==> src/rtl/tsr_pkg.sv <==
// ----------------------------------------------------------------------------
// tsr_pkg
// Shared types and constants for the triangle scanline rasterizer.
// ----------------------------------------------------------------------------
package tsr_pkg;

  localparam int SCREEN_WIDTH_DEF  = 256;
  localparam int SCREEN_HEIGHT_DEF = 64;
  localparam int FRAC_BITS_DEF     = 4;

  // magnitude of an edge numerator and width of its divisor, sized for FRAC_BITS up to 8
  localparam int MAG_W = 30;
  localparam int DEN_W = 20;
  localparam int CD_W  = 16;

  typedef struct packed {
    logic [11:0] x0;
    logic [9:0]  y0;
    logic [11:0] x1;
    logic [9:0]  y1;
    logic [11:0] x2;
    logic [9:0]  y2;
    logic [3:0]  color;
    logic [5:0]  ystart;
    logic [6:0]  yend;
    logic        short_left;
    logic        empty;
  } setup_t;

  typedef struct packed {
    logic [5:0] row;
    logic [8:0] span_start;
    logic [8:0] span_end;
    logic       span_valid;
    logic [3:0] span_color;
    logic       last_span;
  } result_t;

endpackage

==> src/rtl/tsr_queue.sv <==
// ----------------------------------------------------------------------------
// tsr_queue
// Small synchronous FIFO used between the front end, back end and outputs.
// ----------------------------------------------------------------------------
module tsr_queue #(
  parameter int W     = 8,
  parameter int DEPTH = 2
) (
  input  logic         clk,
  input  logic         rst_n,
  input  logic         push,
  input  logic [W-1:0] wdata,
  input  logic         pop,
  output logic [W-1:0] rdata,
  output logic         full,
  output logic         empty
);

  localparam int PW = (DEPTH > 1) ? $clog2(DEPTH) : 1;
  localparam int CW = $clog2(DEPTH + 1);

  logic [W-1:0]  mem [DEPTH];
  logic [PW-1:0] wp_r, rp_r;
  logic [CW-1:0] cnt_r;
  logic          do_push, do_pop;

  assign full    = (cnt_r == CW'(DEPTH));
  assign empty   = (cnt_r == '0);
  assign do_push = push && !full;
  assign do_pop  = pop && !empty;
  assign rdata   = mem[rp_r];

  always_ff @(posedge clk) begin
    if (do_push) begin
      mem[wp_r] <= wdata;
    end
  end

  always_ff @(posedge clk) begin
    if (!rst_n) begin
      wp_r  <= '0;
      rp_r  <= '0;
      cnt_r <= '0;
    end else begin
      if (do_push) begin
        wp_r <= (wp_r == PW'(DEPTH - 1)) ? '0 : wp_r + 1'b1;
      end
      if (do_pop) begin
        rp_r <= (rp_r == PW'(DEPTH - 1)) ? '0 : rp_r + 1'b1;
      end
      if (do_push && !do_pop) begin
        cnt_r <= cnt_r + 1'b1;
      end else if (do_pop && !do_push) begin
        cnt_r <= cnt_r - 1'b1;
      end
    end
  end

endmodule

==> src/rtl/tsr_front.sv <==
// ----------------------------------------------------------------------------
// tsr_front
// Accepts triangles, sorts vertices by y, finds the row range and winding.
// ----------------------------------------------------------------------------
module tsr_front #(
  parameter int FRAC_BITS     = tsr_pkg::FRAC_BITS_DEF,
  parameter int SCREEN_HEIGHT = tsr_pkg::SCREEN_HEIGHT_DEF
) (
  input  logic            clk,
  input  logic            rst_n,
  input  logic            in_push,
  output logic            in_full,
  input  logic [11:0]     in_x0,
  input  logic [9:0]      in_y0,
  input  logic [11:0]     in_x1,
  input  logic [9:0]      in_y1,
  input  logic [11:0]     in_x2,
  input  logic [9:0]      in_y2,
  input  logic [3:0]      in_fill_color,
  input  logic            q_full,
  output logic            q_push,
  output tsr_pkg::setup_t q_data
);

  localparam logic [11:0] ONE = 12'(1 << FRAC_BITS);
  localparam logic [11:0] HGT = 12'(SCREEN_HEIGHT);

  logic [11:0] sx [3];
  logic [9:0]  sy [3];
  logic [11:0] tx;
  logic [9:0]  ty;

  logic [11:0] x_r [3];
  logic [9:0]  y_r [3];
  logic [3:0]  col_r;
  logic        v_r;
  logic        accept;

  logic [11:0] ys_w, ye_w, ye_c;
  logic signed [12:0] dx1, dx2;
  logic signed [10:0] dy1, dy2;
  logic signed [24:0] cross_w;

  // stable compare-swap network, equal y keeps input order
  always_comb begin
    sx[0] = in_x0; sx[1] = in_x1; sx[2] = in_x2;
    sy[0] = in_y0; sy[1] = in_y1; sy[2] = in_y2;
    tx = '0;
    ty = '0;
    if (sy[1] < sy[0]) begin
      ty = sy[0]; sy[0] = sy[1]; sy[1] = ty;
      tx = sx[0]; sx[0] = sx[1]; sx[1] = tx;
    end
    if (sy[2] < sy[1]) begin
      ty = sy[1]; sy[1] = sy[2]; sy[2] = ty;
      tx = sx[1]; sx[1] = sx[2]; sx[2] = tx;
    end
    if (sy[1] < sy[0]) begin
      ty = sy[0]; sy[0] = sy[1]; sy[1] = ty;
      tx = sx[0]; sx[0] = sx[1]; sx[1] = tx;
    end
  end

  assign accept  = in_push && !in_full;
  assign in_full = v_r && q_full;
  assign q_push  = v_r;

  always_ff @(posedge clk) begin
    if (accept) begin
      x_r   <= sx;
      y_r   <= sy;
      col_r <= in_fill_color;
    end
  end

  always_ff @(posedge clk) begin
    if (!rst_n) begin
      v_r <= 1'b0;
    end else if (accept) begin
      v_r <= 1'b1;
    end else if (!q_full) begin
      v_r <= 1'b0;
    end
  end

  // ceil(v - 0.5) in pixels, clamped at zero; the end row is also clamped to the screen height
  always_comb begin
    ys_w = ({1'b0, y_r[0], 1'b0} <= ONE) ? '0
         : 12'(({1'b0, y_r[0], 1'b0} + ONE - 12'd1) >> (FRAC_BITS + 1));
    ye_w = ({1'b0, y_r[2], 1'b0} <= ONE) ? '0
         : 12'(({1'b0, y_r[2], 1'b0} + ONE - 12'd1) >> (FRAC_BITS + 1));
    ye_c = (ye_w > HGT) ? HGT : ye_w;
  end

  always_comb begin
    dx1     = $signed({1'b0, x_r[1]}) - $signed({1'b0, x_r[0]});
    dx2     = $signed({1'b0, x_r[2]}) - $signed({1'b0, x_r[0]});
    dy1     = $signed({1'b0, y_r[1]}) - $signed({1'b0, y_r[0]});
    dy2     = $signed({1'b0, y_r[2]}) - $signed({1'b0, y_r[0]});
    cross_w = 25'(dx1 * dy2) - 25'(dx2 * dy1);
  end

  always_comb begin
    q_data.x0         = x_r[0];
    q_data.y0         = y_r[0];
    q_data.x1         = x_r[1];
    q_data.y1         = y_r[1];
    q_data.x2         = x_r[2];
    q_data.y2         = y_r[2];
    q_data.color      = col_r;
    q_data.ystart     = ys_w[5:0];
    q_data.yend       = ye_c[6:0];
    q_data.short_left = cross_w < 0;
    q_data.empty      = (ye_c <= ys_w);
  end

endmodule

==> src/rtl/tsr_edge.sv <==
// ----------------------------------------------------------------------------
// tsr_edge
// Edge column at a row center: two products, a sum, then radix-2 ceil divide.
// ----------------------------------------------------------------------------
module tsr_edge #(
  parameter int FRAC_BITS    = tsr_pkg::FRAC_BITS_DEF,
  parameter int SCREEN_WIDTH = tsr_pkg::SCREEN_WIDTH_DEF
) (
  input  logic                      clk,
  input  logic                      rst_n,
  input  logic                      start,
  input  logic [11:0]               xa,
  input  logic [9:0]                ya,
  input  logic [11:0]               xb,
  input  logic [9:0]                yb,
  input  logic [tsr_pkg::CD_W-1:0]  cd,
  output logic                      done,
  output logic [8:0]                col
);

  localparam int MW = tsr_pkg::MAG_W;
  localparam int DW = tsr_pkg::DEN_W;
  localparam int KW = $clog2(MW);
  localparam logic [MW:0] SW = (MW + 1)'(SCREEN_WIDTH);

  typedef enum logic [1:0] {S_IDLE, S_MUL, S_SUM, S_DIV} state_t;

  state_t state_r;
  logic   done_r;
  logic [KW-1:0] cnt_r;

  logic [9:0]          d_w;
  logic signed [14:0]  a1_w, a1_r;
  logic signed [10:0]  ds_r;
  logic signed [12:0]  a2_r;
  logic signed [16:0]  b2_r;
  logic                dz_r;
  logic [DW-1:0]       den_r;
  logic signed [25:0]  p1_r;
  logic signed [29:0]  p2_r;
  logic signed [30:0]  num_w;
  logic                pos_r;
  logic [MW-1:0]       qm_r;
  logic [DW-1:0]       rem_r;
  logic [DW:0]         trial;
  logic [MW:0]         qc;

  assign d_w  = yb - ya;
  assign a1_w = $signed({2'b00, xa, 1'b0}) - $signed(15'(1 << FRAC_BITS));
  assign num_w = dz_r ? 31'(a1_r) : (31'(p1_r) + 31'(p2_r));
  assign trial = {rem_r, qm_r[MW-1]};

  always_ff @(posedge clk) begin
    if (!rst_n) begin
      state_r <= S_IDLE;
      done_r  <= 1'b0;
      cnt_r   <= '0;
    end else begin
      done_r <= 1'b0;
      case (state_r)
        S_IDLE: begin
          if (start) begin
            state_r <= S_MUL;
          end
        end
        S_MUL: state_r <= S_SUM;
        S_SUM: begin
          cnt_r   <= '0;
          state_r <= S_DIV;
        end
        S_DIV: begin
          cnt_r <= cnt_r + 1'b1;
          if (cnt_r == KW'(MW - 1)) begin
            done_r  <= 1'b1;
            state_r <= S_IDLE;
          end
        end
        default: state_r <= S_IDLE;
      endcase
    end
  end

  always_ff @(posedge clk) begin
    case (state_r)
      S_IDLE: begin
        a1_r  <= a1_w;
        ds_r  <= $signed({1'b0, d_w});
        a2_r  <= $signed({1'b0, xb}) - $signed({1'b0, xa});
        b2_r  <= $signed({1'b0, cd}) - $signed({6'b0, ya, 1'b0});
        dz_r  <= (d_w == '0);
        // horizontal edge falls back to rounding xa alone
        den_r <= (d_w == '0) ? DW'(2 << FRAC_BITS) : (DW'(d_w) << (FRAC_BITS + 1));
      end
      S_MUL: begin
        p1_r <= a1_r * ds_r;
        p2_r <= a2_r * b2_r;
      end
      S_SUM: begin
        pos_r <= num_w > 0;
        qm_r  <= num_w[30] ? MW'(-num_w) : MW'(num_w);
        rem_r <= '0;
      end
      S_DIV: begin
        if (trial >= {1'b0, den_r}) begin
          rem_r <= DW'(trial - {1'b0, den_r});
          qm_r  <= {qm_r[MW-2:0], 1'b1};
        end else begin
          rem_r <= trial[DW-1:0];
          qm_r  <= {qm_r[MW-2:0], 1'b0};
        end
      end
      default: ;
    endcase
  end

  // non-positive numerator always clamps to column zero
  assign qc   = {1'b0, qm_r} + (MW + 1)'(rem_r != '0);
  assign col  = !pos_r ? 9'd0 : (qc > SW) ? 9'(SW) : 9'(qc);
  assign done = done_r;

endmodule

==> src/rtl/tsr_back.sv <==
// ----------------------------------------------------------------------------
// tsr_back
// Walks the rows of one triangle and emits a span per row; an empty one gets one invalid span.
// ----------------------------------------------------------------------------
module tsr_back #(
  parameter int FRAC_BITS    = tsr_pkg::FRAC_BITS_DEF,
  parameter int SCREEN_WIDTH = tsr_pkg::SCREEN_WIDTH_DEF
) (
  input  logic             clk,
  input  logic             rst_n,
  input  logic             q_empty,
  input  tsr_pkg::setup_t  q_data,
  output logic             q_pop,
  input  logic             out_full,
  output logic             res_push,
  output tsr_pkg::result_t res_data
);

  typedef enum logic [1:0] {S_IDLE, S_START, S_WAIT, S_EMIT} state_t;

  state_t           state_r;
  tsr_pkg::setup_t  rec_r;
  logic [5:0]       row_r;
  tsr_pkg::result_t res_r;

  logic [tsr_pkg::CD_W-1:0] cd;
  logic       use_top, last_row;
  logic       start, l_done, s_done;
  logic [8:0] l_col, s_col;
  logic [11:0] s_xa, s_xb;
  logic [9:0]  s_ya, s_yb;

  assign cd       = tsr_pkg::CD_W'({row_r, 1'b1}) << FRAC_BITS;
  assign use_top  = cd < {5'b0, rec_r.y1, 1'b0};
  assign last_row = ({1'b0, row_r} + 7'd1) == rec_r.yend;
  assign start    = (state_r == S_START);
  assign s_xa     = use_top ? rec_r.x0 : rec_r.x1;
  assign s_ya     = use_top ? rec_r.y0 : rec_r.y1;
  assign s_xb     = use_top ? rec_r.x1 : rec_r.x2;
  assign s_yb     = use_top ? rec_r.y1 : rec_r.y2;

  tsr_edge #(.FRAC_BITS(FRAC_BITS), .SCREEN_WIDTH(SCREEN_WIDTH)) u_long (
    .clk  (clk),
    .rst_n(rst_n),
    .start(start),
    .xa   (rec_r.x0),
    .ya   (rec_r.y0),
    .xb   (rec_r.x2),
    .yb   (rec_r.y2),
    .cd   (cd),
    .done (l_done),
    .col  (l_col)
  );

  tsr_edge #(.FRAC_BITS(FRAC_BITS), .SCREEN_WIDTH(SCREEN_WIDTH)) u_short (
    .clk  (clk),
    .rst_n(rst_n),
    .start(start),
    .xa   (s_xa),
    .ya   (s_ya),
    .xb   (s_xb),
    .yb   (s_yb),
    .cd   (cd),
    .done (s_done),
    .col  (s_col)
  );

  assign q_pop    = (state_r == S_IDLE) && !q_empty;
  assign res_push = (state_r == S_EMIT) && !out_full;
  assign res_data = res_r;

  always_ff @(posedge clk) begin
    if (!rst_n) begin
      state_r <= S_IDLE;
    end else begin
      case (state_r)
        S_IDLE: begin
          if (!q_empty) begin
            rec_r <= q_data;
            row_r <= q_data.ystart;
            if (q_data.empty) begin
              res_r   <= '{row: '0, span_start: '0, span_end: '0, span_valid: 1'b0,
                           span_color: q_data.color, last_span: 1'b1};
              state_r <= S_EMIT;
            end else begin
              state_r <= S_START;
            end
          end
        end
        S_START: state_r <= S_WAIT;
        S_WAIT: begin
          if (l_done) begin
            res_r.row        <= row_r;
            res_r.span_start <= rec_r.short_left ? s_col : l_col;
            res_r.span_end   <= rec_r.short_left ? l_col : s_col;
            res_r.span_valid <= 1'b1;
            res_r.span_color <= rec_r.color;
            res_r.last_span  <= last_row;
            state_r          <= S_EMIT;
          end
        end
        S_EMIT: begin
          if (!out_full) begin
            if (res_r.last_span) begin
              state_r <= S_IDLE;
            end else begin
              row_r   <= row_r + 1'b1;
              state_r <= S_START;
            end
          end
        end
        default: state_r <= S_IDLE;
      endcase
    end
  end

  a_edges_lockstep: assert property (@(posedge clk) disable iff (!rst_n)
    l_done == s_done)
    else $error("edge units out of step");

  a_invalid_is_last: assert property (@(posedge clk) disable iff (!rst_n)
    res_push && !res_data.span_valid |-> res_data.last_span)
    else $error("empty-triangle result not marked last");

  a_more_rows: assert property (@(posedge clk) disable iff (!rst_n)
    res_push && !res_data.last_span |=> state_r == S_START)
    else $error("row walk stopped before last span");

  a_row_in_range: assert property (@(posedge clk) disable iff (!rst_n)
    state_r == S_START |-> ({1'b0, row_r} < rec_r.yend))
    else $error("row beyond end of triangle");

endmodule

==> src/rtl/triangle_scanline_rasterizer_top.sv <==
// ----------------------------------------------------------------------------
// triangle_scanline_rasterizer_top
// Triangle scan conversion with top-left rule; one span result per row.
// ----------------------------------------------------------------------------
//  channel  | handshake         | payload
//  in_      | in_push / in_full | in_x0..in_y2, in_fill_color
//  out_     | out_pop / out_empty | out_row, out_span_*, out_last_span
//
// Setup is registered once in the front end; a 2-entry queue decouples it.
// The back end takes each triangle from the setup queue, then for each row
// starts both edge dividers, waits for them and emits the span.
// A triangle covering no rows gives a single invalid result marked last.
// Reset (rst_n low, synchronous) empties all queues and idles both ends.
// A full result queue stalls the row walk; the front keeps accepting until
// its setup queue fills.
// ----------------------------------------------------------------------------
module triangle_scanline_rasterizer_top #(
  parameter int SCREEN_WIDTH  = tsr_pkg::SCREEN_WIDTH_DEF,
  parameter int SCREEN_HEIGHT = tsr_pkg::SCREEN_HEIGHT_DEF,
  parameter int FRAC_BITS     = tsr_pkg::FRAC_BITS_DEF
) (
  input  logic        clk,
  input  logic        rst_n,
  input  logic        in_push,
  output logic        in_full,
  input  logic [11:0] in_x0,
  input  logic [9:0]  in_y0,
  input  logic [11:0] in_x1,
  input  logic [9:0]  in_y1,
  input  logic [11:0] in_x2,
  input  logic [9:0]  in_y2,
  input  logic [3:0]  in_fill_color,
  output logic        out_empty,
  input  logic        out_pop,
  output logic [5:0]  out_row,
  output logic [8:0]  out_span_start,
  output logic [8:0]  out_span_end,
  output logic        out_span_valid,
  output logic [3:0]  out_span_color,
  output logic        out_last_span
);

  localparam int SW_W = $bits(tsr_pkg::setup_t);
  localparam int RW_W = $bits(tsr_pkg::result_t);

  tsr_pkg::setup_t  f_data, b_data;
  tsr_pkg::result_t r_data, o_data;
  logic f_push, sq_full, sq_empty, b_pop;
  logic r_push, oq_full;

  tsr_front #(.FRAC_BITS(FRAC_BITS), .SCREEN_HEIGHT(SCREEN_HEIGHT)) u_front (
    .clk          (clk),
    .rst_n        (rst_n),
    .in_push      (in_push),
    .in_full      (in_full),
    .in_x0        (in_x0),
    .in_y0        (in_y0),
    .in_x1        (in_x1),
    .in_y1        (in_y1),
    .in_x2        (in_x2),
    .in_y2        (in_y2),
    .in_fill_color(in_fill_color),
    .q_full       (sq_full),
    .q_push       (f_push),
    .q_data       (f_data)
  );

  tsr_queue #(.W(SW_W), .DEPTH(2)) u_setup_q (
    .clk  (clk),
    .rst_n(rst_n),
    .push (f_push),
    .wdata(f_data),
    .pop  (b_pop),
    .rdata(b_data),
    .full (sq_full),
    .empty(sq_empty)
  );

  tsr_back #(.FRAC_BITS(FRAC_BITS), .SCREEN_WIDTH(SCREEN_WIDTH)) u_back (
    .clk     (clk),
    .rst_n   (rst_n),
    .q_empty (sq_empty),
    .q_data  (b_data),
    .q_pop   (b_pop),
    .out_full(oq_full),
    .res_push(r_push),
    .res_data(r_data)
  );

  tsr_queue #(.W(RW_W), .DEPTH(2)) u_out_q (
    .clk  (clk),
    .rst_n(rst_n),
    .push (r_push),
    .wdata(r_data),
    .pop  (out_pop),
    .rdata(o_data),
    .full (oq_full),
    .empty(out_empty)
  );

  assign out_row        = o_data.row;
  assign out_span_start = o_data.span_start;
  assign out_span_end   = o_data.span_end;
  assign out_span_valid = o_data.span_valid;
  assign out_span_color = o_data.span_color;
  assign out_last_span  = o_data.last_span;

endmodule

==> config.mk <==
export PLATFORM = sky130hd
export DESIGN_NAME = triangle_scanline_rasterizer_top
export DESIGN_NICKNAME = d
export VERILOG_FILES = /design/src/rtl/tsr_pkg.sv /design/src/rtl/tsr_queue.sv /design/src/rtl/tsr_front.sv /design/src/rtl/tsr_edge.sv /design/src/rtl/tsr_back.sv /design/src/rtl/triangle_scanline_rasterizer_top.sv
export SDC_FILE = /design/constraint.sdc
export NUM_CORES = 2
export LEC_CHECK = 0
export BUFFER_PORTS_ARGS = -buffer_cell sky130_fd_sc_hd__buf_2
export CAP_MARGIN = 0
export CORE_ASPECT_RATIO = 1.75
export CORE_MARGIN = 2
export CORE_UTILIZATION = 60
export CTS_CLUSTER_DIAMETER = 80
export DETAILED_ROUTE_END_ITERATION = 12
export PLACE_DENSITY = 0.81
export RECOVER_POWER = 25
export SETUP_SLACK_MARGIN = 0.5
export SKIP_CTS_REPAIR_TIMING = 1
export SLEW_MARGIN = 10
export SYNTH_ARGS = -nofsm -noshare
export SYNTH_HDL_FRONTEND = slang
export SYNTH_SLANG_ARGS = --single-unit
==> constraint.sdc <==
create_clock -name clk -period 26.2 [get_ports clk]
set_input_delay 1.31 -clock clk [delete_from_list [all_inputs] [get_ports clk]]
set_output_delay 1.31 -clock clk [all_outputs]
set_load 0.005 [all_outputs]
After elaboration in Yosys (flattened, before gate mapping):

Memory sizes are Yosys's and may differ from the RTL's. A register that Yosys moved wholly into a read port is not among the register bits.
Index checks and enable logic that the tools add are counted.

* logic and storage cells: 259
* output and inout port bits: 32
* RAM bits: 230
* memories: 2
* bits in registers: 564
* input port bits: 74

Memories
* u_setup_q.mem: depth 2, width 85, read ports 1, clocked after memory_dff 1, wr ports 1, line tsr_queue.sv:22 `logic [W-1:0] mem [DEPTH];`
* u_out_q.mem: depth 2, width 30, read ports 1, clocked after memory_dff 1, wr ports 1, line tsr_queue.sv:22

* reductions and logical operators: 43
* multiplexer cells: 71
* $lt $le $gt $ge: 15
* add/sub/neg operators: 37
* multiply operators: 6
* equality and inequality tests: 24
* bitwise operators: 1

Operators with widths (count)
* case mux 30 bit (2 select lines): 3
* 2-to-1 mux 30 bit: 5
* 2-to-1 mux 20 bit: 5
* case mux 20 bit (2 select lines): 2
* 2-to-1 mux 24 bit: 3
* adder 26 x 30 -> 31 bit: 2
* adder 30 x 1 -> 31 bit: 2
* greater-than comparator 31 x 1 -> 1 bit, second input constant: 2
* greater-than comparator 31 x 9 -> 1 bit, second input constant: 2
* 2-to-1 mux 31 bit: 2
* negation 30 bit: 2
* 2-to-1 mux 9 bit: 6
* subtractor 12 x 12 -> 13 bit: 4
* multiplier 13 x 12 -> 25 bit: 2
* multiplier 14 x 11 -> 25 bit: 2
* multiplier 13 x 11 -> 24 bit: 2
* greater-or-equal comparator 21 x 20 -> 1 bit: 2
* nonzero test 20 bit: 2
* subtractor 20 bit: 2
* 2-to-1 mux 12 bit: 3
* < comparator 10 bit: 3
* subtractor 13 x 5 -> 14 bit, second input constant: 2
* < comparator 25 x 1 -> 1 bit, second input constant: 1
* subtractor 24 x 24 -> 25 bit: 1
* 38 further kinds: 135

Logic depth before layout (Yosys ltp):

* depth in word-level cells: 8
* depth in mapped cells: 36
* depth with buffers taken out: 36

Hierarchy:

From an unflattened synthesis, not the netlist that was laid out.

* cell total of the unflattened synthesis: 8208
* area total of the unflattened synthesis: 82190.1 um^2

Modules (own cells, without submodules)
* tsr_edge at u_back.u_long: cells an instance 2687, times used 1, area each 25070.3 um^2, sequential area each 5235.0 um^2
* tsr_edge at u_back.u_short: cells an instance 2632, times used 1, area each 24644.9 um^2, sequential area each 5235.0 um^2
* tsr_front: cells an instance 1873, times used 1, area each 17221.5 um^2, sequential area each 2122.0 um^2
* tsr_back: cells an instance 609, times used 1, area each 6490.0 um^2, sequential area each 3463.3 um^2
* tsr_queue at u_setup_q: cells an instance 289, times used 1, area each 6374.9 um^2, sequential area each 5205.0 um^2
* tsr_queue at u_out_q: cells an instance 118, times used 1, area each 2388.5 um^2, sequential area each 1901.8 um^2

Worst setup path after synthesis:

Ideal clock, no wire load.

* path kind: flip-flop to flip-flop
* start: register u_front.x_r, in the netlist u_front.q_data[29]
* end: memory u_setup_q.mem[0][1] (netlist bit), data pin
* setup slack: 17.649 ns
* required time: 25.930 ns
* arrival: 8.281 ns
* library setup time: 0.270 ns
* buffers on the path: 1
* cell stages (with the launch flop): 34
* clock period less this slack: 8.551 ns
* cell sequence: edfxtp_1 -> inv_1 -> ha_1 -> inv_1 -> fa_1 -> a21o_1 -> a21oi_1 -> o21ai_0 -> a21oi_1 -> o21ai_1 -> a21oi_1 -> o21bai_1 -> a2111oi_0 -> nor2_1 -> clkbuf_1 -> nor2_1 -> fa_1 -> fa_1 -> inv_1 -> fa_1 -> inv_1 -> fa_1 -> inv_1 -> fa_1 -> fa_1 -> inv_1 -> fa_1 -> inv_1 -> ha_1 -> or4_1 -> a21oi_1 -> nor2b_1 -> a221oi_1 -> xnor2_1

RTL lines
* start: declaration: line tsr_front.sv:33 `logic [11:0] x_r [3];`
* start signal: assignment: line tsr_front.sv:70 `x_r <= sx;`
* end: declaration: line tsr_queue.sv:22

==> flow_summary.json <==
{
  "yosys.area_share.simple_pct": 13.6,
  "crit_arrival_ps": 10590,
  "rows": 169,
  "period_share_pct": 38.6,
  "grt_max_degree": 80,
  "cts_sinks": 756,
  "relSlewSlack_pct": -107,
  "final_util_pct": 63.9,
  "die_h_um": 465,
  "fmax_ghz": 0.0988,
  "layout_commonest_cell": "inv_1",
  "dieArea_sq_um": 124000,
  "syn-num-nets": 8526,
  "synth_area_leaders": "edfxtp_1, fa_1, ha_1",
  "fin_setup_tns_ps": 0,
  "clock_latency_ps": 680,
  "root_buffer": "clkbuf_16",
  "synth_top_area_share_pct": 30.0,
  "synthToLayoutAreaGrowth_pct": 6.08,
  "cpMaxStageDelayCell": "o31ai_1",
  "met2_usage_pct": 58.0,
  "gp_congestion": 1.05,
  "skew_ps": 23.1,
  "rsz0062_at_grt": "no",
  "setup.worst_path.end_class": "register",
  "post_synth_xor_area_fraction_pct": 3.84,
  "cts_tree": "yes",
  "cp_max_fo": 7,
  "synth_edf_count": 728,
  "place_hpwl_um": 154000,
  "synth_area_leader_cell": "edfxtp_1",
  "status": "finished with violations",
  "dr_total_vias": 51500,
  "hold_depth": 0,
  "drive_gt1_share_pct": 6.83,
  "maxCapViolCount": 5,
  "hold_ws_ps": 439,
  "gr-usage-all-layers_pct": 31.1,
  "max_stage_delay_ps": 810,
  "io_pins": 106,
  "synth_seq_area_share_pct": 30.8,
  "die_w_um": 267,
  "synth.distinct_cells": 95,
  "use_met1_pct": 29.4,
  "grt_overflow": 0,
  "worst_r2r_path_depth": 35,
  "use_met3_pct": 4.83,
  "cts_buffers": 71,
  "htreeDepth": 3,
  "hold_viol_final": 0,
  "wire_per_inst_um": 21.5,
  "viasPerCell": 5.91,
  "start_util_pct": 60.3,
  "min-delay-path-class": "reg2reg",
  "min_period_ps": 10120,
  "grt_pass1_wl_um": 295000,
  "violations": "capacitance limit, slew limit",
  "ys.flop_type": "edfxtp_1",
  "antenna_found_initial": 5,
  "final_cell_mix": "inv_1, fa_1, edfxtp_1",
  "routed_wl_um": 187000,
  "grt.busiest_layer": "met2",
  "ant_nets": 0,
  "yosys_warnings": 0,
  "drt-initial-drc-count": 3372,
  "syn-cell-area_sq_um": 72800,
  "core_sq_um": 121000,
  "synth_mux_area_share_pct": 3.19,
  "worst_setup_path_start_kind": "register",
  "setup_viol": 0,
  "synthArstFlopShare_pct": 0,
  "clk_pin_slew_worst_paths_ps": 70,
  "synth_top_family_by_area": "adder cells",
  "synth-seq-cells": 756,
  "crit_path_frequent_cell": "fa_1",
  "grt_pass1_vias": 55900,
  "layout.nets": 8497,
  "drc": 0,
  "synth-adder-area-share_pct": 32.6,
  "worst-setup-path-type": "reg2reg",
  "cts_buffer_depth": 3,
  "cp.required_ps": 26670,
  "port-buffer-count": 105,
  "tightest_slew_ps": 3110,
  "synth_compound_area_share_pct": 8.53,
  "slew_viol_final": 211,
  "syn_inst": 7056,
  "firstDrtPassIters": 9,
  "syn_area_per_cell_sq_um": 10.3
}
[metrics by stage]
stage,cells,instance area [sq um],worst slack (ps)
after detailed placement,8578,74800,16110
after global placement,8578,74800,16210
after global routing,8710,77200,15760
final,8710,77200,16080
after floorplan,7056,72800,17650
after CTS,8709,77200,16070
[worst max-delay path, delay by kind of cell (launching register included)]
kind | cells | cell delay [ps]
adders and majority gates | 10 | 4470
AOI/OAI and AO/OA | 15 | 3710
xor gates and xnor gates | 2 | 690
DFF | 1 | 410
buffers and inverters | 6 | 380
and+or+nand+nor | 2 | 240
[cell type report]
cell class,count,area (sq um)
multi-input cells,4874,45100
fillers,9422,43500
flip-flops and latches,756,22400
inverters,1173,4400
well taps,1624,2030
clock buffers,81,1870
repair buffers,151,853
clock inverters,50,527
diodes,1,2.50
[sequential cells by signal (all words and copies together) (netlist names), 30 cells and up, named ones only]
register,flops
u_back.u_short.qm_r,30
u_back.u_long.qm_r,30
u_back.res_data,30
u_out_q.mem,60
u_front.q_data,66
u_setup_q.mem,170
u_back.rec_r,78
[routing by layer]
layer	wire [um]	up-vias	part of all wire, %
met2	100000	1846	54
met1	58600	25500	31
met5	42	-	0.022
met4	18500	6	9.9
met3	9640	782	5.2
li1	-	23300	-
[synth_stat cells, types with 32 or more instances]
| master | number |
|---|---|
| nand2_1 | 590 |
| and3_1 | 38 |
| xor2_1 | 95 |
| nor3_1 | 122 |
| edfxtp_1 | 728 |
| nand2b_1 | 86 |
| and2_1 | 372 |
| a21boi_0 | 32 |
| fa_1 | 837 |
| a21oi_1 | 235 |
| xnor2_1 | 224 |
| nand3_1 | 106 |
| ha_1 | 559 |
| inv_1 | 1170 |
| nor2_1 | 374 |
| nand4_1 | 36 |
| clkbuf_1 | 229 |
| o21ai_0 | 243 |
| mux2_2 | 142 |
| mux2i_1 | 72 |
| or3_1 | 52 |
| a31oi_1 | 38 |
| a21o_1 | 64 |
| nor2b_1 | 68 |
| a211oi_1 | 37 |
[cells by family (layout without fill, tap and decap cells)]
logic type	Yosys count	count (layout)
AND/OR/NAND/NOR	1983	1983
other	0	1
buffers and inverters	1426	1455
multiplexers	214	214
flip-flops	756	756
AO/OA/AOI/OAI	962	962
XOR/XNOR	319	319
adder cells (fa/ha/maj)	1396	1396
[worst paths after layout]
| kind | slack, ps | end | startpoint |
|---|---|---|---|
| max | 16080 | u_setup_q.mem[1][1] | u_front.q_data[29] |
| min reg2reg | 440 | u_setup_q.mem[1][18] | u_front.col_r[3] |
| min | 440 | u_setup_q.mem[1][18] | u_front.col_r[3] |
| max reg2reg | 16080 | u_setup_q.mem[1][1] | u_front.q_data[29] |
Power is left out: the tool's default activity adds up to more than one toggle a clock period on the data nets, which glitch-free logic cannot reach.
